==> src/rtl/pidc_pkg.sv <==
package pidc_pkg;

    localparam int CFG_INDEX_W = 3;
    localparam int CFG_DATA_W  = 20;

    localparam logic [CFG_INDEX_W-1:0] REG_PROP_GAIN      = 3'd0;
    localparam logic [CFG_INDEX_W-1:0] REG_INTEG_GAIN     = 3'd1;
    localparam logic [CFG_INDEX_W-1:0] REG_DERIV_GAIN     = 3'd2;
    localparam logic [CFG_INDEX_W-1:0] REG_INTEGRAL_LIMIT = 3'd3;
    localparam logic [CFG_INDEX_W-1:0] REG_ERROR_DEADBAND = 3'd4;
    localparam logic [CFG_INDEX_W-1:0] REG_DRIVE_MIN      = 3'd5;
    localparam logic [CFG_INDEX_W-1:0] REG_DRIVE_MAX      = 3'd6;

    localparam int DIV_W     = 32;
    localparam int DIVISOR_W = 16;
    localparam int DIV_CNT_W = $clog2(DIV_W);

    localparam int RCP_W      = 33;
    localparam int HALF_W     = 16;
    localparam int RCP_PART_W = HALF_W + RCP_W;
    localparam int RCP_SUM_W  = DIV_W + RCP_W;

    localparam int ERR_W   = 17;
    localparam int INTEG_W = 21;
    localparam int DERIV_W = 18;
    localparam int MUL_A_W = 21;
    localparam int MUL_B_W = 17;
    localparam int PROD_W  = MUL_A_W + MUL_B_W;
    localparam int SUM_W   = 40;

    typedef enum logic [3:0] {
        ST_IDLE,
        ST_MUL_ED,
        ST_QUO_LO,
        ST_QUO_HI,
        ST_ACC,
        ST_DIV_D,
        ST_WAIT_D,
        ST_MUL_P,
        ST_MUL_I,
        ST_MUL_D,
        ST_SUM_D,
        ST_DONE
    } state_t;

    typedef enum logic [3:0] {
        OP_NONE,
        OP_LOAD,
        OP_CLEAR,
        OP_MUL_ED,
        OP_QUO_LO,
        OP_QUO_HI,
        OP_ACC,
        OP_DIV_D,
        OP_DERIV,
        OP_MUL_P,
        OP_MUL_I,
        OP_MUL_D,
        OP_SUM_D,
        OP_OUT
    } op_t;

    typedef struct packed {
        op_t op;
    } cmd_t;

    typedef struct packed {
        logic div_done;
        logic out_free;
    } stat_t;

endpackage

==> src/rtl/pid_controller_step_core.sv <==
// An update request steps through MUL_ED, QUO_LO, QUO_HI, ACC, DIV_D, WAIT_D, MUL_P, MUL_I,
//   MUL_D, SUM_D and DONE before m_axis_tvalid; a clear goes straight to DONE. No new request
//   is taken until DONE; WAIT_D waits on the 32-step shift-subtract division by elapsed.
// A finished result waits in the output register while the next request is accepted.
// Reset (rst_n low, asynchronous): integral and previous error cleared, gains zero,
//   drive limits at full range, no result pending.
module pid_controller_step_core #(
    parameter int INTEGRAL_SCALE = 40
) (
    input  logic                                 clk,
    input  logic                                 rst_n,
    input  logic                                 s_axis_tvalid,
    output logic                                 s_axis_tready,
    input  logic [47:0]                          s_axis_tdata,  // target, measurement, elapsed
    input  logic [0:0]                           s_axis_tuser,  // clear_state
    output logic                                 m_axis_tvalid,
    input  logic                                 m_axis_tready,
    output logic [15:0]                          m_axis_tdata,  // drive
    output logic [0:0]                           m_axis_tuser,  // elapsed_zero
    input  logic                                 cfg_valid,
    output logic                                 cfg_ready,
    input  logic [pidc_pkg::CFG_INDEX_W-1:0]     cfg_index,
    input  logic [pidc_pkg::CFG_DATA_W-1:0]      cfg_data
);

    pidc_pkg::cmd_t    cmd;
    pidc_pkg::stat_t   stat;
    logic signed [15:0] drive;
    logic               elapsed_zero;

    pidc_ctrl u_ctrl (
        .clk      (clk),
        .rst_n    (rst_n),
        .in_valid (s_axis_tvalid),
        .in_ready (s_axis_tready),
        .in_clear (s_axis_tuser[0]),
        .stat     (stat),
        .cmd      (cmd)
    );

    pidc_datapath #(
        .INTEGRAL_SCALE (INTEGRAL_SCALE)
    ) u_datapath (
        .clk          (clk),
        .rst_n        (rst_n),
        .cmd          (cmd),
        .stat         (stat),
        .cfg_valid    (cfg_valid),
        .cfg_index    (cfg_index),
        .cfg_data     (cfg_data),
        .target       (s_axis_tdata[15:0]),
        .measurement  (s_axis_tdata[31:16]),
        .elapsed      (s_axis_tdata[47:32]),
        .out_valid    (m_axis_tvalid),
        .out_ready    (m_axis_tready),
        .drive        (drive),
        .elapsed_zero (elapsed_zero)
    );

    assign cfg_ready       = 1'b1;
    assign m_axis_tdata    = drive;
    assign m_axis_tuser[0] = elapsed_zero;

endmodule

==> src/rtl/pidc_div.sv <==
module pidc_div (
    input  logic                               clk,
    input  logic                               rst_n,
    input  logic                               start,
    input  logic [pidc_pkg::DIV_W-1:0]         dividend,
    input  logic [pidc_pkg::DIVISOR_W-1:0]     divisor,
    output logic                               done,
    output logic [pidc_pkg::DIV_W-1:0]         quotient
);

    logic                                busy_reg, busy_next;
    logic                                done_reg, done_next;
    logic [pidc_pkg::DIV_CNT_W-1:0]      cnt_reg, cnt_next;
    logic [pidc_pkg::DIV_W-1:0]          quo_reg, quo_next;
    logic [pidc_pkg::DIVISOR_W-1:0]      rem_reg, rem_next;
    logic [pidc_pkg::DIVISOR_W-1:0]      dvs_reg, dvs_next;
    logic [pidc_pkg::DIVISOR_W:0]        trial;
    logic                                ge;

    always_comb
    begin
        trial     = {rem_reg, quo_reg[pidc_pkg::DIV_W-1]};
        ge        = trial >= {1'b0, dvs_reg};
        busy_next = busy_reg;
        done_next = 1'b0;
        cnt_next  = cnt_reg;
        quo_next  = quo_reg;
        rem_next  = rem_reg;
        dvs_next  = dvs_reg;
        if (start)
        begin
            busy_next = 1'b1;
            cnt_next  = '0;
            quo_next  = dividend;
            rem_next  = '0;
            dvs_next  = divisor;
        end
        else if (busy_reg)
        begin
            rem_next = ge ? pidc_pkg::DIVISOR_W'(trial - {1'b0, dvs_reg})
                          : trial[pidc_pkg::DIVISOR_W-1:0];
            quo_next = {quo_reg[pidc_pkg::DIV_W-2:0], ge};
            cnt_next = cnt_reg + 1'b1;
            if (cnt_reg == pidc_pkg::DIV_CNT_W'(pidc_pkg::DIV_W - 1))
            begin
                busy_next = 1'b0;
                done_next = 1'b1;
            end
        end
    end

    always_ff @(posedge clk or negedge rst_n)
    begin
        if (!rst_n)
        begin
            busy_reg <= 1'b0;
            done_reg <= 1'b0;
            cnt_reg  <= '0;
        end
        else
        begin
            busy_reg <= busy_next;
            done_reg <= done_next;
            cnt_reg  <= cnt_next;
        end
    end

    always_ff @(posedge clk)
    begin
        quo_reg <= quo_next;
        rem_reg <= rem_next;
        dvs_reg <= dvs_next;
    end

    assign done     = done_reg;
    assign quotient = quo_reg;

endmodule

==> src/rtl/pidc_datapath.sv <==
module pidc_datapath #(
    parameter int INTEGRAL_SCALE = 40
) (
    input  logic                                 clk,
    input  logic                                 rst_n,
    input  pidc_pkg::cmd_t                       cmd,
    output pidc_pkg::stat_t                      stat,
    input  logic                                 cfg_valid,
    input  logic [pidc_pkg::CFG_INDEX_W-1:0]     cfg_index,
    input  logic [pidc_pkg::CFG_DATA_W-1:0]      cfg_data,
    input  logic signed [15:0]                   target,
    input  logic signed [15:0]                   measurement,
    input  logic [15:0]                          elapsed,
    output logic                                 out_valid,
    input  logic                                 out_ready,
    output logic signed [15:0]                   drive,
    output logic                                 elapsed_zero
);

    localparam int ACC_W = 34;

    // Reciprocal of the integral scale, exact for any 32-bit dividend
    localparam int SCALE_LOG = $clog2(INTEGRAL_SCALE);
    localparam int RCP_SHIFT = pidc_pkg::DIV_W + SCALE_LOG;
    localparam logic [63:0] RCP_FULL = ((64'd1 << RCP_SHIFT) + 64'(INTEGRAL_SCALE) - 64'd1)
                                       / 64'(INTEGRAL_SCALE);
    localparam logic [pidc_pkg::RCP_W-1:0] RCP_MUL = pidc_pkg::RCP_W'(RCP_FULL);

    logic signed [15:0]                      prop_gain_reg;
    logic signed [15:0]                      integ_gain_reg;
    logic signed [15:0]                      deriv_gain_reg;
    logic [19:0]                             integral_limit_reg;
    logic [16:0]                             error_deadband_reg;
    logic signed [15:0]                      drive_min_reg;
    logic signed [15:0]                      drive_max_reg;

    logic signed [pidc_pkg::ERR_W-1:0]       err_reg, last_reg;
    logic [15:0]                             dt_reg;
    logic                                    zflag_reg, clr_reg, neg_reg;
    logic signed [pidc_pkg::INTEG_W-1:0]     integ_reg;
    logic signed [pidc_pkg::DERIV_W-1:0]     deriv_reg;
    logic signed [pidc_pkg::PROD_W-1:0]      prod_reg;
    logic signed [pidc_pkg::SUM_W-1:0]       sum_reg;
    logic                                    out_valid_reg;
    logic signed [15:0]                      drive_reg;
    logic                                    ezero_reg;
    logic [pidc_pkg::RCP_PART_W-1:0]         rcp_lo_reg;
    logic [pidc_pkg::DIV_W-1:0]              iquo_reg;

    logic                                    div_start, div_done;
    logic [pidc_pkg::DIV_W-1:0]              div_dividend, div_quotient;
    logic [pidc_pkg::DIVISOR_W-1:0]          div_divisor;

    logic signed [pidc_pkg::MUL_A_W-1:0]     mul_a;
    logic signed [pidc_pkg::MUL_B_W-1:0]     mul_b;
    logic signed [pidc_pkg::PROD_W-1:0]      prod_next, prod_abs;
    logic [pidc_pkg::HALF_W-1:0]             rcp_half;
    logic [pidc_pkg::RCP_PART_W-1:0]         rcp_part;
    logic [pidc_pkg::RCP_SUM_W-1:0]          rcp_sum;
    logic [pidc_pkg::DIV_W-1:0]              iquo_next;
    logic signed [pidc_pkg::DERIV_W-1:0]     diff, diff_abs, deriv_q;
    logic signed [32:0]                      integ_q;
    logic signed [ACC_W-1:0]                 acc_sum, acc_lim, acc_clamped;
    logic [pidc_pkg::ERR_W-1:0]              err_mag;
    logic signed [pidc_pkg::INTEG_W-1:0]     integ_next;
    logic signed [pidc_pkg::SUM_W-1:0]       sum_biased;
    logic signed [31:0]                      drv_full;
    logic signed [15:0]                      drv_clamped;

    always_ff @(posedge clk or negedge rst_n)
    begin
        if (!rst_n)
        begin
            prop_gain_reg      <= '0;
            integ_gain_reg     <= '0;
            deriv_gain_reg     <= '0;
            integral_limit_reg <= '0;
            error_deadband_reg <= '0;
            drive_min_reg      <= -16'sd32768;
            drive_max_reg      <= 16'sd32767;
        end
        else if (cfg_valid)
        begin
            unique case (cfg_index)
                pidc_pkg::REG_PROP_GAIN:      prop_gain_reg      <= cfg_data[15:0];
                pidc_pkg::REG_INTEG_GAIN:     integ_gain_reg     <= cfg_data[15:0];
                pidc_pkg::REG_DERIV_GAIN:     deriv_gain_reg     <= cfg_data[15:0];
                pidc_pkg::REG_INTEGRAL_LIMIT: integral_limit_reg <= cfg_data[19:0];
                pidc_pkg::REG_ERROR_DEADBAND: error_deadband_reg <= cfg_data[16:0];
                pidc_pkg::REG_DRIVE_MIN:      drive_min_reg      <= cfg_data[15:0];
                pidc_pkg::REG_DRIVE_MAX:      drive_max_reg      <= cfg_data[15:0];
                default:                      ;
            endcase
        end
    end

    always_comb
    begin
        case (cmd.op)
            pidc_pkg::OP_MUL_ED:
            begin
                mul_a = pidc_pkg::MUL_A_W'(err_reg);
                mul_b = {1'b0, dt_reg};
            end
            pidc_pkg::OP_MUL_P:
            begin
                mul_a = pidc_pkg::MUL_A_W'(err_reg);
                mul_b = pidc_pkg::MUL_B_W'(prop_gain_reg);
            end
            pidc_pkg::OP_MUL_I:
            begin
                mul_a = integ_reg;
                mul_b = pidc_pkg::MUL_B_W'(integ_gain_reg);
            end
            default:
            begin
                mul_a = pidc_pkg::MUL_A_W'(deriv_reg);
                mul_b = pidc_pkg::MUL_B_W'(deriv_gain_reg);
            end
        endcase
        prod_next = mul_a * mul_b;
    end

    // Divide |error*elapsed| by the scale: low half first, then high half and shift
    always_comb
    begin
        prod_abs  = prod_reg[pidc_pkg::PROD_W-1] ? -prod_reg : prod_reg;
        rcp_half  = (cmd.op == pidc_pkg::OP_QUO_HI) ? prod_abs[31:16] : prod_abs[15:0];
        rcp_part  = rcp_half * RCP_MUL;
        rcp_sum   = {rcp_part, {pidc_pkg::HALF_W{1'b0}}} + pidc_pkg::RCP_SUM_W'(rcp_lo_reg);
        iquo_next = pidc_pkg::DIV_W'(rcp_sum >> RCP_SHIFT);
    end

    always_comb
    begin
        diff         = pidc_pkg::DERIV_W'(err_reg) - pidc_pkg::DERIV_W'(last_reg);
        diff_abs     = diff[pidc_pkg::DERIV_W-1] ? -diff : diff;
        div_start    = (cmd.op == pidc_pkg::OP_DIV_D);
        div_dividend = pidc_pkg::DIV_W'(diff_abs[pidc_pkg::DERIV_W-2:0]);
        div_divisor  = dt_reg;
    end

    pidc_div u_div (
        .clk      (clk),
        .rst_n    (rst_n),
        .start    (div_start),
        .dividend (div_dividend),
        .divisor  (div_divisor),
        .done     (div_done),
        .quotient (div_quotient)
    );

    always_comb
    begin
        integ_q  = neg_reg ? -$signed({1'b0, iquo_reg}) : $signed({1'b0, iquo_reg});
        deriv_q  = neg_reg ? -$signed({1'b0, div_quotient[pidc_pkg::DERIV_W-2:0]})
                           : $signed({1'b0, div_quotient[pidc_pkg::DERIV_W-2:0]});
        acc_sum  = ACC_W'(integ_reg) + ACC_W'(integ_q);
        acc_lim  = $signed({{(ACC_W-20){1'b0}}, integral_limit_reg});
        if (acc_sum > acc_lim)
            acc_clamped = acc_lim;
        else if (acc_sum < -acc_lim)
            acc_clamped = -acc_lim;
        else
            acc_clamped = acc_sum;
        err_mag    = err_reg[pidc_pkg::ERR_W-1] ? pidc_pkg::ERR_W'(-err_reg) : err_reg;
        integ_next = (err_mag < error_deadband_reg) ? '0
                                                    : acc_clamped[pidc_pkg::INTEG_W-1:0];
    end

    always_comb
    begin
        sum_biased = sum_reg + (sum_reg[pidc_pkg::SUM_W-1] ? pidc_pkg::SUM_W'(255)
                                                          : pidc_pkg::SUM_W'(0));
        drv_full   = sum_biased[pidc_pkg::SUM_W-1:8];
        if (drv_full > 32'(drive_max_reg))
            drv_clamped = drive_max_reg;
        else if (drv_full < 32'(drive_min_reg))
            drv_clamped = drive_min_reg;
        else
            drv_clamped = drv_full[15:0];
    end

    always_ff @(posedge clk or negedge rst_n)
    begin
        if (!rst_n)
        begin
            integ_reg     <= '0;
            last_reg      <= '0;
            out_valid_reg <= 1'b0;
        end
        else
        begin
            case (cmd.op)
                pidc_pkg::OP_CLEAR:
                begin
                    integ_reg <= '0;
                    last_reg  <= '0;
                end
                pidc_pkg::OP_ACC:   integ_reg <= integ_next;
                pidc_pkg::OP_DERIV: last_reg  <= err_reg;
                default:            ;
            endcase
            if (cmd.op == pidc_pkg::OP_OUT)
                out_valid_reg <= 1'b1;
            else if (out_ready)
                out_valid_reg <= 1'b0;
        end
    end

    always_ff @(posedge clk)
    begin
        case (cmd.op)
            pidc_pkg::OP_LOAD:
            begin
                err_reg   <= pidc_pkg::ERR_W'(target) - pidc_pkg::ERR_W'(measurement);
                dt_reg    <= elapsed;
                zflag_reg <= (elapsed == '0);
                clr_reg   <= 1'b0;
            end
            pidc_pkg::OP_CLEAR:
            begin
                zflag_reg <= 1'b0;
                clr_reg   <= 1'b1;
            end
            pidc_pkg::OP_MUL_ED:
            begin
                prod_reg <= prod_next;
            end
            pidc_pkg::OP_QUO_LO:
            begin
                rcp_lo_reg <= rcp_part;
                neg_reg    <= prod_reg[pidc_pkg::PROD_W-1];
            end
            pidc_pkg::OP_QUO_HI:
            begin
                iquo_reg <= iquo_next;
            end
            pidc_pkg::OP_DIV_D:
            begin
                neg_reg <= diff[pidc_pkg::DERIV_W-1];
            end
            pidc_pkg::OP_DERIV:
            begin
                deriv_reg <= zflag_reg ? '0 : deriv_q;
            end
            pidc_pkg::OP_MUL_P:
            begin
                prod_reg <= prod_next;
            end
            pidc_pkg::OP_MUL_I:
            begin
                prod_reg <= prod_next;
                sum_reg  <= pidc_pkg::SUM_W'(prod_reg);
            end
            pidc_pkg::OP_MUL_D:
            begin
                prod_reg <= prod_next;
                sum_reg  <= sum_reg + pidc_pkg::SUM_W'(prod_reg);
            end
            pidc_pkg::OP_SUM_D:
            begin
                sum_reg <= sum_reg + pidc_pkg::SUM_W'(prod_reg);
            end
            pidc_pkg::OP_OUT:
            begin
                drive_reg <= clr_reg ? 16'sd0 : drv_clamped;
                ezero_reg <= zflag_reg;
            end
            default: ;
        endcase
    end

    assign stat.div_done = div_done;
    assign stat.out_free = !out_valid_reg || out_ready;
    assign out_valid     = out_valid_reg;
    assign drive         = drive_reg;
    assign elapsed_zero  = ezero_reg;

endmodule

==> src/rtl/pidc_ctrl.sv <==
module pidc_ctrl (
    input  logic              clk,
    input  logic              rst_n,
    input  logic              in_valid,
    output logic              in_ready,
    input  logic              in_clear,
    input  pidc_pkg::stat_t   stat,
    output pidc_pkg::cmd_t    cmd
);

    pidc_pkg::state_t state_reg, state_next;

    always_comb
    begin
        state_next = state_reg;
        unique case (state_reg)
            pidc_pkg::ST_IDLE:
                if (in_valid)
                    state_next = in_clear ? pidc_pkg::ST_DONE : pidc_pkg::ST_MUL_ED;
            pidc_pkg::ST_MUL_ED: state_next = pidc_pkg::ST_QUO_LO;
            pidc_pkg::ST_QUO_LO: state_next = pidc_pkg::ST_QUO_HI;
            pidc_pkg::ST_QUO_HI: state_next = pidc_pkg::ST_ACC;
            pidc_pkg::ST_ACC:    state_next = pidc_pkg::ST_DIV_D;
            pidc_pkg::ST_DIV_D:  state_next = pidc_pkg::ST_WAIT_D;
            pidc_pkg::ST_WAIT_D:
                if (stat.div_done)
                    state_next = pidc_pkg::ST_MUL_P;
            pidc_pkg::ST_MUL_P:  state_next = pidc_pkg::ST_MUL_I;
            pidc_pkg::ST_MUL_I:  state_next = pidc_pkg::ST_MUL_D;
            pidc_pkg::ST_MUL_D:  state_next = pidc_pkg::ST_SUM_D;
            pidc_pkg::ST_SUM_D:  state_next = pidc_pkg::ST_DONE;
            pidc_pkg::ST_DONE:
                if (stat.out_free)
                    state_next = pidc_pkg::ST_IDLE;
            default:             state_next = pidc_pkg::ST_IDLE;
        endcase
    end

    always_comb
    begin
        in_ready = 1'b0;
        cmd.op   = pidc_pkg::OP_NONE;
        unique case (state_reg)
            pidc_pkg::ST_IDLE:
            begin
                in_ready = 1'b1;
                if (in_valid)
                    cmd.op = in_clear ? pidc_pkg::OP_CLEAR : pidc_pkg::OP_LOAD;
            end
            pidc_pkg::ST_MUL_ED: cmd.op = pidc_pkg::OP_MUL_ED;
            pidc_pkg::ST_QUO_LO: cmd.op = pidc_pkg::OP_QUO_LO;
            pidc_pkg::ST_QUO_HI: cmd.op = pidc_pkg::OP_QUO_HI;
            pidc_pkg::ST_ACC:    cmd.op = pidc_pkg::OP_ACC;
            pidc_pkg::ST_DIV_D:  cmd.op = pidc_pkg::OP_DIV_D;
            pidc_pkg::ST_WAIT_D:
                if (stat.div_done)
                    cmd.op = pidc_pkg::OP_DERIV;
            pidc_pkg::ST_MUL_P:  cmd.op = pidc_pkg::OP_MUL_P;
            pidc_pkg::ST_MUL_I:  cmd.op = pidc_pkg::OP_MUL_I;
            pidc_pkg::ST_MUL_D:  cmd.op = pidc_pkg::OP_MUL_D;
            pidc_pkg::ST_SUM_D:  cmd.op = pidc_pkg::OP_SUM_D;
            pidc_pkg::ST_DONE:
                if (stat.out_free)
                    cmd.op = pidc_pkg::OP_OUT;
            default:             cmd.op = pidc_pkg::OP_NONE;
        endcase
    end

    always_ff @(posedge clk or negedge rst_n)
    begin
        if (!rst_n)
            state_reg <= pidc_pkg::ST_IDLE;
        else
            state_reg <= state_next;
    end

endmodule
==> config.mk <==
export PLATFORM = sky130hd
export DESIGN_NAME = pid_controller_step_core
export DESIGN_NICKNAME = d
export VERILOG_FILES = /design/src/rtl/pidc_pkg.sv /design/src/rtl/pid_controller_step_core.sv /design/src/rtl/pidc_div.sv /design/src/rtl/pidc_datapath.sv /design/src/rtl/pidc_ctrl.sv
export SDC_FILE = /design/constraint.sdc
export NUM_CORES = 2
export LEC_CHECK = 0
export BUFFER_PORTS_ARGS = -buffer_cell sky130_fd_sc_hd__buf_4
export CAP_MARGIN = 0
export CORE_MARGIN = 2
export CORE_UTILIZATION = 25
export DETAILED_ROUTE_END_ITERATION = 6
export HOLD_SLACK_MARGIN = 0.03
export SYNTH_ARGS = -nofsm -noshare
export SYNTH_HDL_FRONTEND = slang
export SYNTH_SLANG_ARGS = --single-unit
==> constraint.sdc <==
create_clock -name clk -period 11.1 [get_ports clk]
set_clock_uncertainty 0.1 [all_clocks]
set_input_delay 2.22 -clock clk [delete_from_list [all_inputs] [get_ports clk]]
set_output_delay 2.22 -clock clk [all_outputs]
set_load 0.05 [all_outputs]
==> results by group <==
STA
  – Min Tclk post-route: roughly 11 ns
  – Endpoints failing hold: 0
  – Setup_tns: 0 ns
  – Worst-Margin Slew: between 1 and 1.5 ns
  – Final setup fails: 0
  – Slew Limit Fails: 0
  – Tcrit/Tclk final: between 90% and 100%
  – FMAX: 95.1 MHz
  – Slew headroom: between 10% and 20%
  – Final Hold Slack: around 0.36 ns

Floorplan
  – # rows: 163
  – # IOs: 97
  – Initial Utilization: roughly a quarter
  – Die Wd: between 400 and 500 um
  – Die height: approximately 450 um
  – Die ar.: a little over 0.2 sq mm
  – Core Box Area: ~0.20 sq mm

Clock tree
  – CTS sink count: ~440
  – Cts hold-fix bufs: 0
  – Worst skew pair latency: around 0.68 ns
  – Root buf cell: clkbuf_16
  – TritonCTS clock tree: built
  – Clock Tree Buf Depth: 3
  – Reg clk slew, reported paths: 0.06 ns
  – H-tree depth: 2
  – TritonCTS Buffers: 52

Cells and area
  – Layout cell share with drive strength beyond 1: about 8.8%
  – Layout area overhead: 12.1%
  – Commonest non-fill, non-tap cell in the layout: inv_1
  – Seq. cell area: 0.0121 sq mm
  – Area occupied by multi-input gates: around 0.034 sq mm
  – Commonest cells after routing, fill and taps aside: inv_1 (733), ha_1 (524), nand2_1 (514)
  – Fillers: 21,000
  – Max reg flops: 40
  – NumNets Final: roughly 6,500

Placed design
  – Port Buffer Count: 95
  – Global placement routability congestion: 0.914
  – Final HPWL DP: around 110,000 um

Setup path
  – Max incr delay on CP: between 0.5 and 0.6 ns
  – Critical path class: flop to flop
  – Crit. End Element: flop
  – Worst EP required: around 11 ns
  – Crit path top cell by count: fa_1
  – Worst R2R Setup Slack: 0.58 ns
  – Startpoint types: flop
  – Crit Reg-Reg Startpoint: u_datapath.prod_reg[3]
  – Arr. time, crit path: roughly 11 ns
  – Crit path max fanout: 6
  – Reg-to-reg endpoint: u_datapath.iquo_reg[21]
  – Slowest CP cell: fa_1
  – Reg2Reg Depth: 39

Synth
  – Ys async rst share: between 30% and 40%
  – Yosys warns: 0
  – Post-synth EDFFs: between 200 and 250
  – Synthesized area: 0.0496 sq mm
  – Synth Instances: 5,338
  – Seq cells post-synth: between 400 and 500
  – Top FF cell, synth: edfxtp_1
  – Net Count, Synth: roughly 6,400
  – Sequential fraction of the synthesis area: roughly a quarter
  – Mapped Avg Cell Area: slightly above 9 sq um
  – Synth unique cells: ~100

Min path
  – Hold Crit Depth: 2
  – Hold path start: u_datapath.u_div.rem_reg[15]
  – WHS Endpoint: u_datapath.u_div.rem_reg[15]
  – Hold Crit Class: flop to flop

Detailed routing
  – Drt pass-1 iters: 6
  – Remaining DRCs: 0
  – Avg WL per Cell: approximately 17 um
  – Vias per cell: ~4.8
  – Antenna violation net count after detailed routing: 0
  – First DRT Iteration DRCs: 2,905
  – Via count: about 39,000
  – Wirelength, routed: 139,000 um

Global route
  – Grt met1 use: between 10% and 20%
  – Total Routing Usage GR: 13.8%
  – First-pass GRT wire length: 224,000 um
  – Initial antenna violation count: 6
  – Vias in the first global route: just under 40,000
  – Met2 Usage GRT: between 20 and 25%
  – Pin count of the biggest net entering global routing: 80
  – Top Usage Layer GRT: met2
  – Global route overflow: 0
  – Met3 GRT Util: 2.10%

Job
  – Max-Cap Viols: 0

Run status
  – Status: finished clean
-- area by class of cell --
cell class | count | share of cell area (%)
clock inverter | 31 | 0.618
inverter | 737 | 4.97
tap | 2640 | 5.93
sequential | 439 | 21.7
timing repair buffer | 192 | 2.60
antenna | 3 | 0.0135
multi-input combinational | 3983 | 61.6
clock buffer | 67 | 2.60
-- worst max-delay path, delay by kind of cell (launching register included) --
kind | cells | cell delay (ns)
adders and majority gates | 8 | 3.64
and+or+nand+nor | 13 | 3.04
buffers and inverters | 3 | 0.28
AOI/OAI and AO/OA | 12 | 2.28
DFF | 1 | 0.45
xor gates and xnor gates | 3 | 0.48
-- Yosys cell counts (15+ instances only) --
master | count | area (sq um)
inv_1 | 734 | 2760
ha_1 | 525 | 6570
nand2_1 | 514 | 1930
fa_1 | 443 | 8870
nor2_1 | 372 | 1400
a21oi_1 | 268 | 1340
edfxtp_1 | 241 | 7240
xnor2_1 | 238 | 2080
o21ai_0 | 212 | 1060
clkbuf_1 | 157 | 589
dfrtp_1 | 151 | 3780
a21o_1 | 139 | 1040
mux2_2 | 107 | 1200
xor2_1 | 100 | 876
nand3_1 | 70 | 350
mux2i_1 | 69 | 691
nor3_1 | 66 | 330
o21ai_1 | 60 | 300
nand2b_1 | 58 | 363
nand4_1 | 54 | 338
and3_1 | 49 | 307
o31ai_1 | 48 | 360
nor2b_1 | 46 | 288
o211ai_1 | 36 | 270
a211oi_1 | 34 | 255
and2_1 | 34 | 213
nor4_1 | 32 | 200
o21bai_1 | 32 | 240
dfxtp_1 | 31 | 621
o21a_1 | 27 | 203
or3_1 | 26 | 163
a31oi_1 | 21 | 131
a221o_1 | 19 | 190
a221oi_1 | 18 | 158
a22oi_1 | 18 | 135
dfstp_2 | 16 | 420
mux2_1 | 15 | 169
o41ai_1 | 15 | 131
or4_1 | 15 | 113
-- what timing repair did --
action / 4_1_cts / 5_1_grt
buffers inserted: 0 / 8
setup endpoints to repair: 0 / 14
gates resized for setup: 0 / 15
-- worst max path at each step --
stage / start / endpoint / slack, ns / depth (start not counted)
after floorplan: u_datapath.prod_reg[8] / u_datapath.iquo_reg[26] / 1.07 / 37
after global placement: u_datapath.prod_reg[4] / u_datapath.iquo_reg[26] / 0.33 / 37
after detailed placement: u_datapath.prod_reg[3] / u_datapath.iquo_reg[26] / 0.07 / 37
after CTS: u_datapath.prod_reg[3] / u_datapath.iquo_reg[26] / 0.05 / 37
after global routing: u_datapath.prod_reg[3] / u_datapath.iquo_reg[26] / -0.05 / 40
final: u_datapath.prod_reg[3] / u_datapath.iquo_reg[21] / 0.58 / 39
-- metrics by stage --
| stage | utilization, % | worst slack [ns] | instance area, sq um | instances |
|---|---|---|---|---|
| global placement | 27.2 | 0.328 | 53700 | 7983 |
| detailed placement | 27.2 | 0.0723 | 53700 | 7983 |
| CTS | 28.1 | 0.0497 | 55500 | 8081 |
| finish | 28.2 | 0.580 | 55700 | 8092 |
| floorplan | - | 1.07 | 49600 | 5338 |
| global route | 28.2 | -0.0480 | 55700 | 8089 |
-- routing by layer --
layer	share of wire (%)	vias to the layer above
met5	0.0093	-
met4	3.3	2
met3	6.2	212
met2	45	1042
met1	45	19200
li1	-	18400
-- cell families (layout without fill, tap and decap cells) --
group | count (synthesis) | after routing | share of synthesized area (%)
xor+xnor | 339 | 339 | 6.00
flops | 439 | 439 | 24.3
simple gates | 1394 | 1394 | 13.0
compound gates | 1090 | 1090 | 14.4
mux | 191 | 191 | 4.16
fa+ha+maj | 968 | 968 | 31.1
buf+inv | 916 | 1027 | 6.97
other cells | 1 | 4 | 0.00755
Power is left out: the tool's default activity adds up to more than one toggle a clock period on the data nets, which glitch-free logic cannot reach.
